==> src/design/xts_pkg.sv <==
package xts_pkg;

    localparam int BlockWidth = 128;
    localparam int HalfWidth  = 64;
    localparam int CountWidth = 5;
    localparam int FullBytes  = 16;
    localparam int NumRounds  = 10;
    localparam int RoundWidth = 4;
    localparam logic [7:0] GfFeedback = 8'h87;
    localparam logic [7:0] ByteMask   = 8'hFF;

    typedef enum logic [1:0] {
        REG_TWEAK_KEY_HIGH = 2'd0,
        REG_TWEAK_KEY_LOW  = 2'd1,
        REG_DATA_KEY_HIGH  = 2'd2,
        REG_DATA_KEY_LOW   = 2'd3
    } reg_index_t;

    typedef enum logic [3:0] {
        ST_IDLE,
        ST_TWEAK_START,
        ST_TWEAK_WAIT,
        ST_CHECK,
        ST_DATA_START,
        ST_DATA_WAIT,
        ST_EMIT_HELD,
        ST_EMIT_MAIN,
        ST_EMIT_TAIL,
        ST_EMIT_ERROR,
        ST_FINISH
    } state_t;

    // commands from the controller to the datapath
    typedef struct packed {
        logic capture;      // latch the input transaction
        logic cipher_tweak; // start tweak encryption
        logic cipher_data;  // start data encryption
        logic load_tweak;   // store tweak from the cipher
        logic store_cipher; // keep data result, double tweak
        logic out_held;     // present held block
        logic out_held_end; // sector end flag on held block
        logic out_main;     // present fresh ciphertext
        logic out_main_end;
        logic out_tail;     // present stolen tail
        logic out_error;
        logic hold_main;    // move fresh ciphertext into the hold register
        logic set_held;
        logic clr_held;
        logic set_sector;
        logic clr_sector;
    } ctrl_t;

    typedef struct packed {
        logic cipher_done;
        logic out_busy;
        logic first;
        logic last;
        logic short_blk;
        logic held_valid;
        logic in_sector;
    } status_t;

    localparam logic [7:0] SBOX [256] = '{
        8'h63,8'h7c,8'h77,8'h7b,8'hf2,8'h6b,8'h6f,8'hc5,8'h30,8'h01,8'h67,8'h2b,8'hfe,8'hd7,8'hab,8'h76,
        8'hca,8'h82,8'hc9,8'h7d,8'hfa,8'h59,8'h47,8'hf0,8'had,8'hd4,8'ha2,8'haf,8'h9c,8'ha4,8'h72,8'hc0,
        8'hb7,8'hfd,8'h93,8'h26,8'h36,8'h3f,8'hf7,8'hcc,8'h34,8'ha5,8'he5,8'hf1,8'h71,8'hd8,8'h31,8'h15,
        8'h04,8'hc7,8'h23,8'hc3,8'h18,8'h96,8'h05,8'h9a,8'h07,8'h12,8'h80,8'he2,8'heb,8'h27,8'hb2,8'h75,
        8'h09,8'h83,8'h2c,8'h1a,8'h1b,8'h6e,8'h5a,8'ha0,8'h52,8'h3b,8'hd6,8'hb3,8'h29,8'he3,8'h2f,8'h84,
        8'h53,8'hd1,8'h00,8'hed,8'h20,8'hfc,8'hb1,8'h5b,8'h6a,8'hcb,8'hbe,8'h39,8'h4a,8'h4c,8'h58,8'hcf,
        8'hd0,8'hef,8'haa,8'hfb,8'h43,8'h4d,8'h33,8'h85,8'h45,8'hf9,8'h02,8'h7f,8'h50,8'h3c,8'h9f,8'ha8,
        8'h51,8'ha3,8'h40,8'h8f,8'h92,8'h9d,8'h38,8'hf5,8'hbc,8'hb6,8'hda,8'h21,8'h10,8'hff,8'hf3,8'hd2,
        8'hcd,8'h0c,8'h13,8'hec,8'h5f,8'h97,8'h44,8'h17,8'hc4,8'ha7,8'h7e,8'h3d,8'h64,8'h5d,8'h19,8'h73,
        8'h60,8'h81,8'h4f,8'hdc,8'h22,8'h2a,8'h90,8'h88,8'h46,8'hee,8'hb8,8'h14,8'hde,8'h5e,8'h0b,8'hdb,
        8'he0,8'h32,8'h3a,8'h0a,8'h49,8'h06,8'h24,8'h5c,8'hc2,8'hd3,8'hac,8'h62,8'h91,8'h95,8'he4,8'h79,
        8'he7,8'hc8,8'h37,8'h6d,8'h8d,8'hd5,8'h4e,8'ha9,8'h6c,8'h56,8'hf4,8'hea,8'h65,8'h7a,8'hae,8'h08,
        8'hba,8'h78,8'h25,8'h2e,8'h1c,8'ha6,8'hb4,8'hc6,8'he8,8'hdd,8'h74,8'h1f,8'h4b,8'hbd,8'h8b,8'h8a,
        8'h70,8'h3e,8'hb5,8'h66,8'h48,8'h03,8'hf6,8'h0e,8'h61,8'h35,8'h57,8'hb9,8'h86,8'hc1,8'h1d,8'h9e,
        8'he1,8'hf8,8'h98,8'h11,8'h69,8'hd9,8'h8e,8'h94,8'h9b,8'h1e,8'h87,8'he9,8'hce,8'h55,8'h28,8'hdf,
        8'h8c,8'ha1,8'h89,8'h0d,8'hbf,8'he6,8'h42,8'h68,8'h41,8'h99,8'h2d,8'h0f,8'hb0,8'h54,8'hbb,8'h16
    };

    function automatic logic [7:0] xtime(input logic [7:0] a);
        return {a[6:0], 1'b0} ^ (a[7] ? 8'h1b : 8'h00);
    endfunction

    // state byte i lives at bits 8*i+7 : 8*i
    function automatic logic [127:0] sub_shift(input logic [127:0] s);
        logic [127:0] t;
        for (int c = 0; c < 4; c++) begin
            for (int i = 0; i < 4; i++) begin
                t[8*(4*c+i) +: 8] = SBOX[s[8*(4*((c+i)%4)+i) +: 8]];
            end
        end
        return t;
    endfunction

    function automatic logic [127:0] mix_columns(input logic [127:0] t);
        logic [127:0] m;
        logic [7:0] a0, a1, a2, a3, all;
        for (int c = 0; c < 4; c++) begin
            a0 = t[8*(4*c)   +: 8];
            a1 = t[8*(4*c+1) +: 8];
            a2 = t[8*(4*c+2) +: 8];
            a3 = t[8*(4*c+3) +: 8];
            all = a0 ^ a1 ^ a2 ^ a3;
            m[8*(4*c)   +: 8] = a0 ^ all ^ xtime(a0 ^ a1);
            m[8*(4*c+1) +: 8] = a1 ^ all ^ xtime(a1 ^ a2);
            m[8*(4*c+2) +: 8] = a2 ^ all ^ xtime(a2 ^ a3);
            m[8*(4*c+3) +: 8] = a3 ^ all ^ xtime(a3 ^ a0);
        end
        return m;
    endfunction

    // next round key in the same byte layout; word c holds bytes 4c..4c+3
    function automatic logic [127:0] next_key(input logic [127:0] k, input logic [7:0] rc);
        logic [127:0] n;
        logic [31:0] t;
        t[7:0]   = SBOX[k[111:104]] ^ rc;
        t[15:8]  = SBOX[k[119:112]];
        t[23:16] = SBOX[k[127:120]];
        t[31:24] = SBOX[k[103:96]];
        n[31:0]   = k[31:0] ^ t;
        n[63:32]  = k[63:32] ^ n[31:0];
        n[95:64]  = k[95:64] ^ n[63:32];
        n[127:96] = k[127:96] ^ n[95:64];
        return n;
    endfunction

    function automatic logic [7:0] rcon_first(input logic [3:0] r);
        logic [7:0] v;
        case (r)
            4'd1:    v = 8'h01;
            4'd2:    v = 8'h02;
            4'd3:    v = 8'h04;
            4'd4:    v = 8'h08;
            4'd5:    v = 8'h10;
            4'd6:    v = 8'h20;
            4'd7:    v = 8'h40;
            4'd8:    v = 8'h80;
            4'd9:    v = 8'h1b;
            4'd10:   v = 8'h36;
            default: v = 8'h00;
        endcase
        return v;
    endfunction

endpackage

==> src/design/xts_ctrl.sv <==
module xts_ctrl (
    input  logic             aclk,
    input  logic             aresetn,
    input  logic             s_valid,
    output logic             s_ready,
    input  xts_pkg::status_t status,
    output xts_pkg::ctrl_t   ctrl
);
    import xts_pkg::*;

    state_t state_reg, state_next;

    always_ff @(posedge aclk) begin
        if (!aresetn) begin
            state_reg <= ST_IDLE;
        end else begin
            state_reg <= state_next;
        end
    end

    // next state
    always_comb begin
        state_next = state_reg;
        case (state_reg)
            ST_IDLE: begin
                if (s_valid) state_next = ST_TWEAK_START;
            end
            ST_TWEAK_START: begin
                if (status.first) begin
                    if (status.held_valid) begin
                        if (!status.out_busy) state_next = ST_TWEAK_WAIT;
                    end else begin
                        state_next = ST_TWEAK_WAIT;
                    end
                end else if (!status.in_sector) begin
                    state_next = ST_EMIT_ERROR;
                end else begin
                    state_next = ST_CHECK;
                end
            end
            ST_TWEAK_WAIT: begin
                if (status.cipher_done) state_next = ST_CHECK;
            end
            ST_CHECK: begin
                if (status.short_blk &&
                    (status.first || !status.last || !status.held_valid)) begin
                    state_next = ST_EMIT_ERROR;
                end else begin
                    state_next = ST_DATA_START;
                end
            end
            ST_DATA_START: state_next = ST_DATA_WAIT;
            ST_DATA_WAIT: begin
                if (status.cipher_done) begin
                    if (status.held_valid && !status.short_blk) state_next = ST_EMIT_HELD;
                    else if (status.last || status.short_blk) state_next = ST_EMIT_MAIN;
                    else state_next = ST_FINISH;
                end
            end
            ST_EMIT_HELD: begin
                if (!status.out_busy) begin
                    state_next = status.last ? ST_EMIT_MAIN : ST_FINISH;
                end
            end
            ST_EMIT_MAIN: begin
                if (!status.out_busy) state_next = status.short_blk ? ST_EMIT_TAIL : ST_FINISH;
            end
            ST_EMIT_TAIL: begin
                if (!status.out_busy) state_next = ST_FINISH;
            end
            ST_EMIT_ERROR: begin
                if (!status.out_busy) state_next = ST_FINISH;
            end
            ST_FINISH: state_next = ST_IDLE;
            default: state_next = ST_IDLE;
        endcase
    end

    // outputs
    always_comb begin
        ctrl    = '0;
        s_ready = 1'b0;
        case (state_reg)
            ST_IDLE: begin
                s_ready      = 1'b1;
                ctrl.capture = s_valid;
            end
            ST_TWEAK_START: begin
                if (status.first) begin
                    if (status.held_valid) begin
                        if (!status.out_busy) begin
                            ctrl.out_held     = 1'b1;
                            ctrl.out_held_end = 1'b1;
                            ctrl.clr_held     = 1'b1;
                            ctrl.cipher_tweak = 1'b1;
                        end
                    end else begin
                        ctrl.cipher_tweak = 1'b1;
                    end
                end
            end
            ST_TWEAK_WAIT: begin
                if (status.cipher_done) begin
                    ctrl.load_tweak = 1'b1;
                    ctrl.set_sector = 1'b1;
                end
            end
            ST_CHECK: begin
                if (status.short_blk &&
                    (status.first || !status.last || !status.held_valid)) begin
                    ctrl.clr_held   = 1'b1;
                    ctrl.clr_sector = 1'b1;
                end
            end
            ST_DATA_START: ctrl.cipher_data = 1'b1;
            ST_DATA_WAIT: begin
                if (status.cipher_done) ctrl.store_cipher = 1'b1;
            end
            ST_EMIT_HELD: begin
                if (!status.out_busy) ctrl.out_held = 1'b1;
            end
            ST_EMIT_MAIN: begin
                if (!status.out_busy) begin
                    ctrl.out_main     = 1'b1;
                    ctrl.out_main_end = ~status.short_blk;
                end
            end
            ST_EMIT_TAIL: begin
                if (!status.out_busy) ctrl.out_tail = 1'b1;
            end
            ST_EMIT_ERROR: begin
                if (!status.out_busy) ctrl.out_error = 1'b1;
            end
            ST_FINISH: begin
                // settle held block and sector flags
                if (status.last || status.short_blk) begin
                    ctrl.clr_held   = 1'b1;
                    ctrl.clr_sector = status.in_sector;
                end else if (status.in_sector) begin
                    ctrl.hold_main = 1'b1;
                    ctrl.set_held  = 1'b1;
                end
            end
            default: ;
        endcase
    end

endmodule

==> config.mk <==
export PLATFORM = sky130hd
export DESIGN_NAME = xts_ctrl
export DESIGN_NICKNAME = d
export VERILOG_FILES = /design/src/design/xts_pkg.sv /design/src/design/xts_ctrl.sv
export SDC_FILE = /design/constraint.sdc
export NUM_CORES = 1
export LEC_CHECK = 0
export BUFFER_PORTS_ARGS = -buffer_cell sky130_fd_sc_hd__buf_2
export CAP_MARGIN = 25
export CELL_PAD_IN_SITES_DETAIL_PLACEMENT = 2
export CELL_PAD_IN_SITES_GLOBAL_PLACEMENT = 2
export CORE_ASPECT_RATIO = 1.25
export CORE_MARGIN = 2
export CORE_UTILIZATION = 27
export CTS_CLUSTER_SIZE = 30
export DETAILED_ROUTE_END_ITERATION = 10
export PLACE_DENSITY = 0.89
export SLEW_MARGIN = 15
export SYNTH_ARGS = -nofsm -noshare
export SYNTH_HDL_FRONTEND = slang
export SYNTH_SLANG_ARGS = --single-unit
==> constraint.sdc <==
create_clock -name aclk -period 3.3 [get_ports aclk]
set_input_delay 0.33 -clock aclk [delete_from_list [all_inputs] [get_ports aclk]]
set_output_delay 0.33 -clock aclk [all_outputs]
set_load 0.01 [all_outputs]
# Yosys cells after proc, flatten, opt, wreduce, memory -nomap -nowiden
# Cells that the tools add are included.
# word_totals
register_bits	4
inputBits	10
elab_cells	75
# classes
n_eq_ne	17
mux	45
bitwise	1
n_reduce_logical	11
# op_table
cell	n
$mux 4	14
$pmux 4 s9	1
$mux 1	18
$mux 2	9
$eq 4x3->1 const B	4
$eq 4x4->1 const B	3
$ne 2x2->1 const B	6
$eq 4x2->1 const B	2
$reduce_and 7->1	1
$eq 4x1->1 const B	1
$logic_not 4->1	1
$ne 4x4->1 const B	1
$pmux 1 s2	2
$logic_not 1->1	3
$logic_or 1x1->1	3
$pmux 1 s3	1
$logic_and 1x1->1	2
$reduce_or 2->1	1
$not 1->1	1

# Logic depth before layout (Yosys ltp)
# Gate-level depths: netlist (run 1).
# depth
word_depth	6
depth_mapped	6
depth_no_buf	4

# Worst setup path after synthesis (run 1)
# OpenSTA, ideal clock, no wires.
# synth_path
path_kind	register -> output
from	reg state_reg[1]
to	out ctrl[4] (netlist bit)
arrival_ns	1.432
required_ns	2.970
slack_ns	1.538
stages_incl_launch_ff	6
path_cell_list	dfxtp_1 buf_6 buf_2 nand2b_1 nor4_1 buf_4
# synth_rtl
element	line_no	source
start, declared	xts_ctrl.sv:11	state_t state_reg, state_next;
start signal, assigned	xts_ctrl.sv:17	state_reg <= state_next;
end, declared	xts_ctrl.sv:7	output xts_pkg::ctrl_t ctrl

==> results_dict.tcl, run 1 <==
set metrics [dict create \
    status "finished clean" \
    cts_buffers 3 \
    finClkSkew_ps 0.9672 \
    grt_use_met2_pct 34.64 \
    fin_nets 121 \
    ff2ff_path_depth 4 \
    total_power_mw 0.5752 \
    drive_gt1_share_pct 36.70 \
    io_buffers 26 \
    die_area_um2 2941 \
    final_cell_mix "26 x buf_2, 6 x inv_1, 5 x nor3_1" \
    synthTopCellsByArea "dfxtp_1 12%, nor2b_1 3.7%, nor3_1 3.7%" \
    ys_warn_count 0 \
    syn-num-nets 100 \
    tightest_slew_ps 564.7 \
    crit_chain "or2_2, nor4b_2, or2_2, buf_2" \
    place_ws_ps 1446 \
    period_share_pct 63.21 \
    r2r_end "state_reg[2]$_SDFFE_PN0P_" \
    antenna_cells 0 \
    die_width_um 48.91 \
    path_clk_slew_ps 40 \
    wl_per_cell_um 17.51 \
    yosys.area.top_type "dfxtp_1" \
    max-clock-path-buffers 2 \
    ys.flop_type "dfxtp_1" \
    grt_max_degree 19 \
    clock_sinks 4 \
    antenna_found_initial 0 \
    synth_top_area_share_pct 11.76 \
    drtAntennaViolNets 0 \
    critPathMaxStageDelay_ps 670 \
    fin_crit_ps 2086 \
    top_usage_layer "met2" \
    clkLatencyLatePin_ps 240 \
    drtIter0Drc 13 \
    endpoint "ctrl[2]" \
    reg2reg_from "state_reg[1]$_SDFFE_PN0P_" \
    num_rows 20 \
    start_util_pct 28.33 \
    end_kind "output pin" \
    routed_wl_mm 2.486 \
    cts_root_buf "clkbuf_4" \
    arrival_ps 1760 \
    firstDrtPassIters 4 \
    remaining_drc_errors 0 \
    synth_cells 90 \
    hold_viol 0 \
    grt_pass1_vias 797 \
    start_kind "flop" \
    htree_levels 1 \
    core-area_um2 2402 \
    startpoint "state_reg[1]$_SDFFE_PN0P_" \
    cpMaxStageDelayCell "dfxtp_1" \
    worstSetupPathType "flop to output pin" \
    leakage_nw 0.3299 \
    cts_setup_buffers 0 \
    pin_count 27 \
    largest_reg_flops 4 \
    maxSlewViolCount 0 \
    die_h_um 60.14 \
    final_common_cell "buf_2" \
    avgSynthCellArea_um2 7.563 \
    ir_drop_v 0.0001829 \
    fin_setup_tns_ps 0 \
    viasPerCell 5.817 \
    fin_ws_ps 1214 \
    ys_seq_area_share_pct 11.76 \
    ys_types 42 \
    grt_setup_unrepaired "false" \
    ctsHoldBuffers 0 \
    syn2layout_area_growth_pct 18.57 \
    powerDensity_nw_per_um2 712.8 \
    num_vias 826 \
    worstPathMaxFanout 18 \
    fmax_mhz 479.4 \
    worstPathRequired_ps 2970 \
    slew_headroom_pct 62.30 \
    cts_tree "yes" \
    syn-cell-area_um2 680.7 \
    async_reset_ff_share_pct 0 \
    setup_violations 0 \
    grt.met3_usage_pct 3.500 \
    overflow 0 \
    drv_cap 0 \
    cts_resized 0 \
    hpwl_mm 1.840 \
    worstHoldPathCells 2 \
    r2r_slack_ps 1420 \
    synth_seq_cells 4 \
    hp-class "primary input to flop" \
    gp_congestion 0.9134 \
    grt_usage_pct 18.05 \
    synth_edf_count 0 \
    whs_ps 381.3 \
    grt_use_met1_pct 19.01 \
    grt_first_pass_wirelength_mm 4.008 \
    cp_common_cell "or2_2" \
]
[final cells by class]
| class | count | area [µm²] |
|---|---|---|
| Clock buffer | 3 | 22.52 |
| Fill cell | 313 | 1595 |
| Inverter | 6 | 22.52 |
| Multi-Input combinational cell | 70 | 510.5 |
| Sequential cell | 4 | 80.08 |
| Tap cell | 33 | 41.29 |
| Timing Repair Buffer | 26 | 130.1 |
[metal layers]
metal	part of all wire, %	vias up	wire [µm]
li1	-	385	-
met1	40	410	994
met2	53	27	1313
met3	5.4	4	135
met4	1.7	0	42
met5	0	-	0
[how the worst min path moves through the flow]
stage	start	slack [ps]	to
floorplan	aresetn	480	state_reg[0]$_SDFFE_PN0P_
global placement	aresetn	630	state_reg[0]$_SDFFE_PN0P_
detailed placement	aresetn	630	state_reg[0]$_SDFFE_PN0P_
CTS	aresetn	380	state_reg[0]$_SDFFE_PN0P_
global route	aresetn	380	state_reg[0]$_SDFFE_PN0P_
finish	aresetn	380	state_reg[0]$_SDFFE_PN0P_
[critical path, delay by kind of cell, from the launching register on]
kind	cells	cell delay, ps
and+or+nand+nor	3	700
DFF	1	670
buffers and inverters	1	140
[Yosys cell counts (all sizes together), types with 3 or more instances]
master / n
a211oi: 3
a21oi: 4
buf: 8
dfxtp: 4
inv: 6
nand2: 4
nand2b: 3
nand3: 3
nor2: 4
nor2b: 4
nor3: 5
nor4: 4
o211ai: 3
o21ai: 4
or2: 3
[stage by stage]
step	instance area [µm²]	std cells	utilization [%]
3_5_place_dp	784.5	139	32.66
5_1_grt	807.0	142	33.59
2_1_floorplan	680.7	90	-
4_1_cts	807.0	142	33.59
3_3_place_gp	784.5	139	32.66
6_report	807.0	142	33.59
[power breakdown]
| group | internal [mW] | switching (mW) | total (mW) | leakage [nW] |
|---|---|---|---|---|
| combinational | 0.168 | 0.212 | 0.379 | 0.283 |
| sequential | 0.0666 | 0.0645 | 0.131 | 0.0330 |
| clock | 0.0409 | 0.0237 | 0.0646 | 0.0138 |
[cells by family (layout without fill, tap and decap cells)]
kind of cell	count (synthesis)	after routing	synth area share, %
muxes	2	2	3.309
and+or+nand+nor	40	40	36.95
AOI/OAI and AO/OA	28	28	34.74
buffers and inverters	16	35	13.23
DFF	4	4	11.77
Note: power is estimated with default switching activity, not from simulation.
==> inputs of run 2 (changes only) <==
CORE_UTILIZATION = 25   (was 27)
PLACE_DENSITY = 0.84   (was 0.89)
clock period = 2 ns   (was 3.3 ns; I/O delays follow)
==> results_dict.tcl, run 2 (synthesized netlist as in run 1, its figures left out) <==
set metrics [dict create \
    wl_per_cell_um 17.06 \
    gp_congestion 0.8621 \
    fmax_mhz 536.7 \
    setup_violations 0 \
    pin_count 27 \
    p_comb_share_pct 67.2 \
    drtIter0Drc 12 \
    hpwl_mm 1.959 \
    fin_crit_ps 1863 \
    start_kind "flop" \
    slew_headroom_pct 68.10 \
    die_area_um2 3159 \
    crit_family "simple AND/OR/NAND/NOR gates" \
    cts_buffers 3 \
    fin_setup_tns_ps 0 \
    worstSetupPathType "flop to output pin" \
    grt_usage_pct 16.76 \
    period_share_pct 93.16 \
    worstPathRequired_ps 1800 \
    cts_tree "yes" \
    firstDrtPassIters 4 \
    antenna_cells 0 \
    viasPerCell 5.569 \
    arrival_ps 1660 \
    largest_reg_flops 4 \
    power_switching_mw 0.4812 \
    cts_root_buf "clkbuf_4" \
    ir_drop_v 0.0002795 \
    die_width_um 50.67 \
    final_core_util_pct 31.14 \
    tightest_slew_ps 477.8 \
    cts_setup_buffers 0 \
    finClkSkew_ps 1.007 \
    worst-path-buf-inv 1 \
    io_buffers 26 \
    switching_share_pct 50.75 \
    fin_ws_ps 136.9 \
    maxSlewViolCount 0 \
    clock_sinks 4 \
    r2r_end "state_reg[3]$_SDFFE_PN0P_" \
    clkLatencyLatePin_ps 230 \
    hold_viol 0 \
    fillerInstances 334 \
    drive_gt1_share_pct 39.09 \
    whs_ps 262.2 \
    core-area_um2 2628 \
    drtAntennaViolNets 0 \
    worstHoldPathCells 2 \
    whs_endpoint "state_reg[0]$_SDFFE_PN0P_" \
    leakage_nw 0.3355 \
    reg2reg_from "state_reg[2]$_SDFFE_PN0P_" \
    design_area_um2 818.3 \
    status "finished clean" \
    final_cells 144 \
    hold_start "aresetn" \
    powerDensity_nw_per_um2 1159 \
    total_power_mw 0.9482 \
    ff2ff_path_depth 4 \
    grt_setup_unrepaired "true" \
    final_cell_mix "26 x buf_2, 6 x inv_1, 5 x nor3_1" \
    pwr-share-seq_pct 22.5 \
    htree_levels 1 \
    overflow 0 \
    path_clk_slew_ps 40 \
    start_util_pct 25.90 \
    max-clock-path-buffers 2 \
    grt_pass1_vias 863 \
    syn2layout_area_growth_pct 20.22 \
    cpMaxStageDelayCell "dfxtp_1" \
    end_kind "output pin" \
    dp.cells 141 \
    num_rows 21 \
    p_int_mw 0.4670 \
    drv_cap 0 \
    cp_common_cell "or2_2" \
    num_vias 802 \
    grt_max_degree 16 \
    die_h_um 62.34 \
    antenna_found_initial 0 \
    crit_chain "or2_2, nor4b_2, or2_2, buf_2" \
    worstPathMaxFanout 15 \
    r2r_slack_ps 310 \
    fin_nets 122 \
    hp-class "primary input to flop" \
    remaining_drc_errors 0 \
    critPathMaxStageDelay_ps 450 \
    final_common_cell "buf_2" \
    grt_first_pass_wirelength_mm 4.229 \
    routed_wl_mm 2.456 \
    place_ws_ps 235.0 \
    clockPowerShare_pct 10.3 \
    placed_area_um2 793.3 \
]
## run 2: power by group through the flow
stage / Clock, mW / Combinational (mW) / Sequential, mW
2_1_floorplan: 0 / 0.574 / 0.130
3_3_place_gp: 0 / 0.616 / 0.204
3_5_place_dp: 0 / 0.641 / 0.211
4_1_cts: 0.102 / 0.644 / 0.209
5_1_grt: 0.109 / 0.709 / 0.223
6_report: 0.0973 / 0.638 / 0.213
## run 2: what timing repair did
item	in CTS	in global routing
endpoints found under the setup margin	0	3
resized for setup	0	2
hold buffers	0	0
## run 2: layout make-up
| type | instances | area, µm² | area share, % |
|---|---|---|---|
| well taps | 34 | 42.54 | 5.199 |
| clock buffers | 3 | 22.52 | 2.752 |
| inverters | 6 | 22.52 | 2.752 |
| flip-flops and latches | 4 | 82.58 | 10.09 |
| multi-input cells | 70 | 510.5 | 62.39 |
| repair buffers | 27 | 137.6 | 16.82 |
## run 2: how the worst max path moves through the flow
stage	startpoint	endpoint	slack, ps	cells after the start
floorplan	state_reg[1]$_SDFFE_PN0P_	ctrl[4]	370	5
global placement	state_reg[1]$_SDFFE_PN0P_	state_reg[2]$_SDFFE_PN0P_	280	4
detailed placement	state_reg[1]$_SDFFE_PN0P_	state_reg[3]$_SDFFE_PN0P_	230	4
CTS	state_reg[0]$_SDFFE_PN0P_	ctrl[2]	70	5
global route	state_reg[2]$_SDFFE_PN0P_	ctrl[2]	-30	4
finish	state_reg[2]$_SDFFE_PN0P_	ctrl[2]	140	4
## run 2: per-layer routing
layer | up-vias | GRT usage (%) | part of all wire [%]
li1 | 391 | - | -
met1 | 392 | 21.68 | 43
met2 | 19 | 30.43 | 54
met3 | 0 | 0.7212 | 2.3
met4 | 0 | 3.041 | 0
met5 | - | 0 | 0
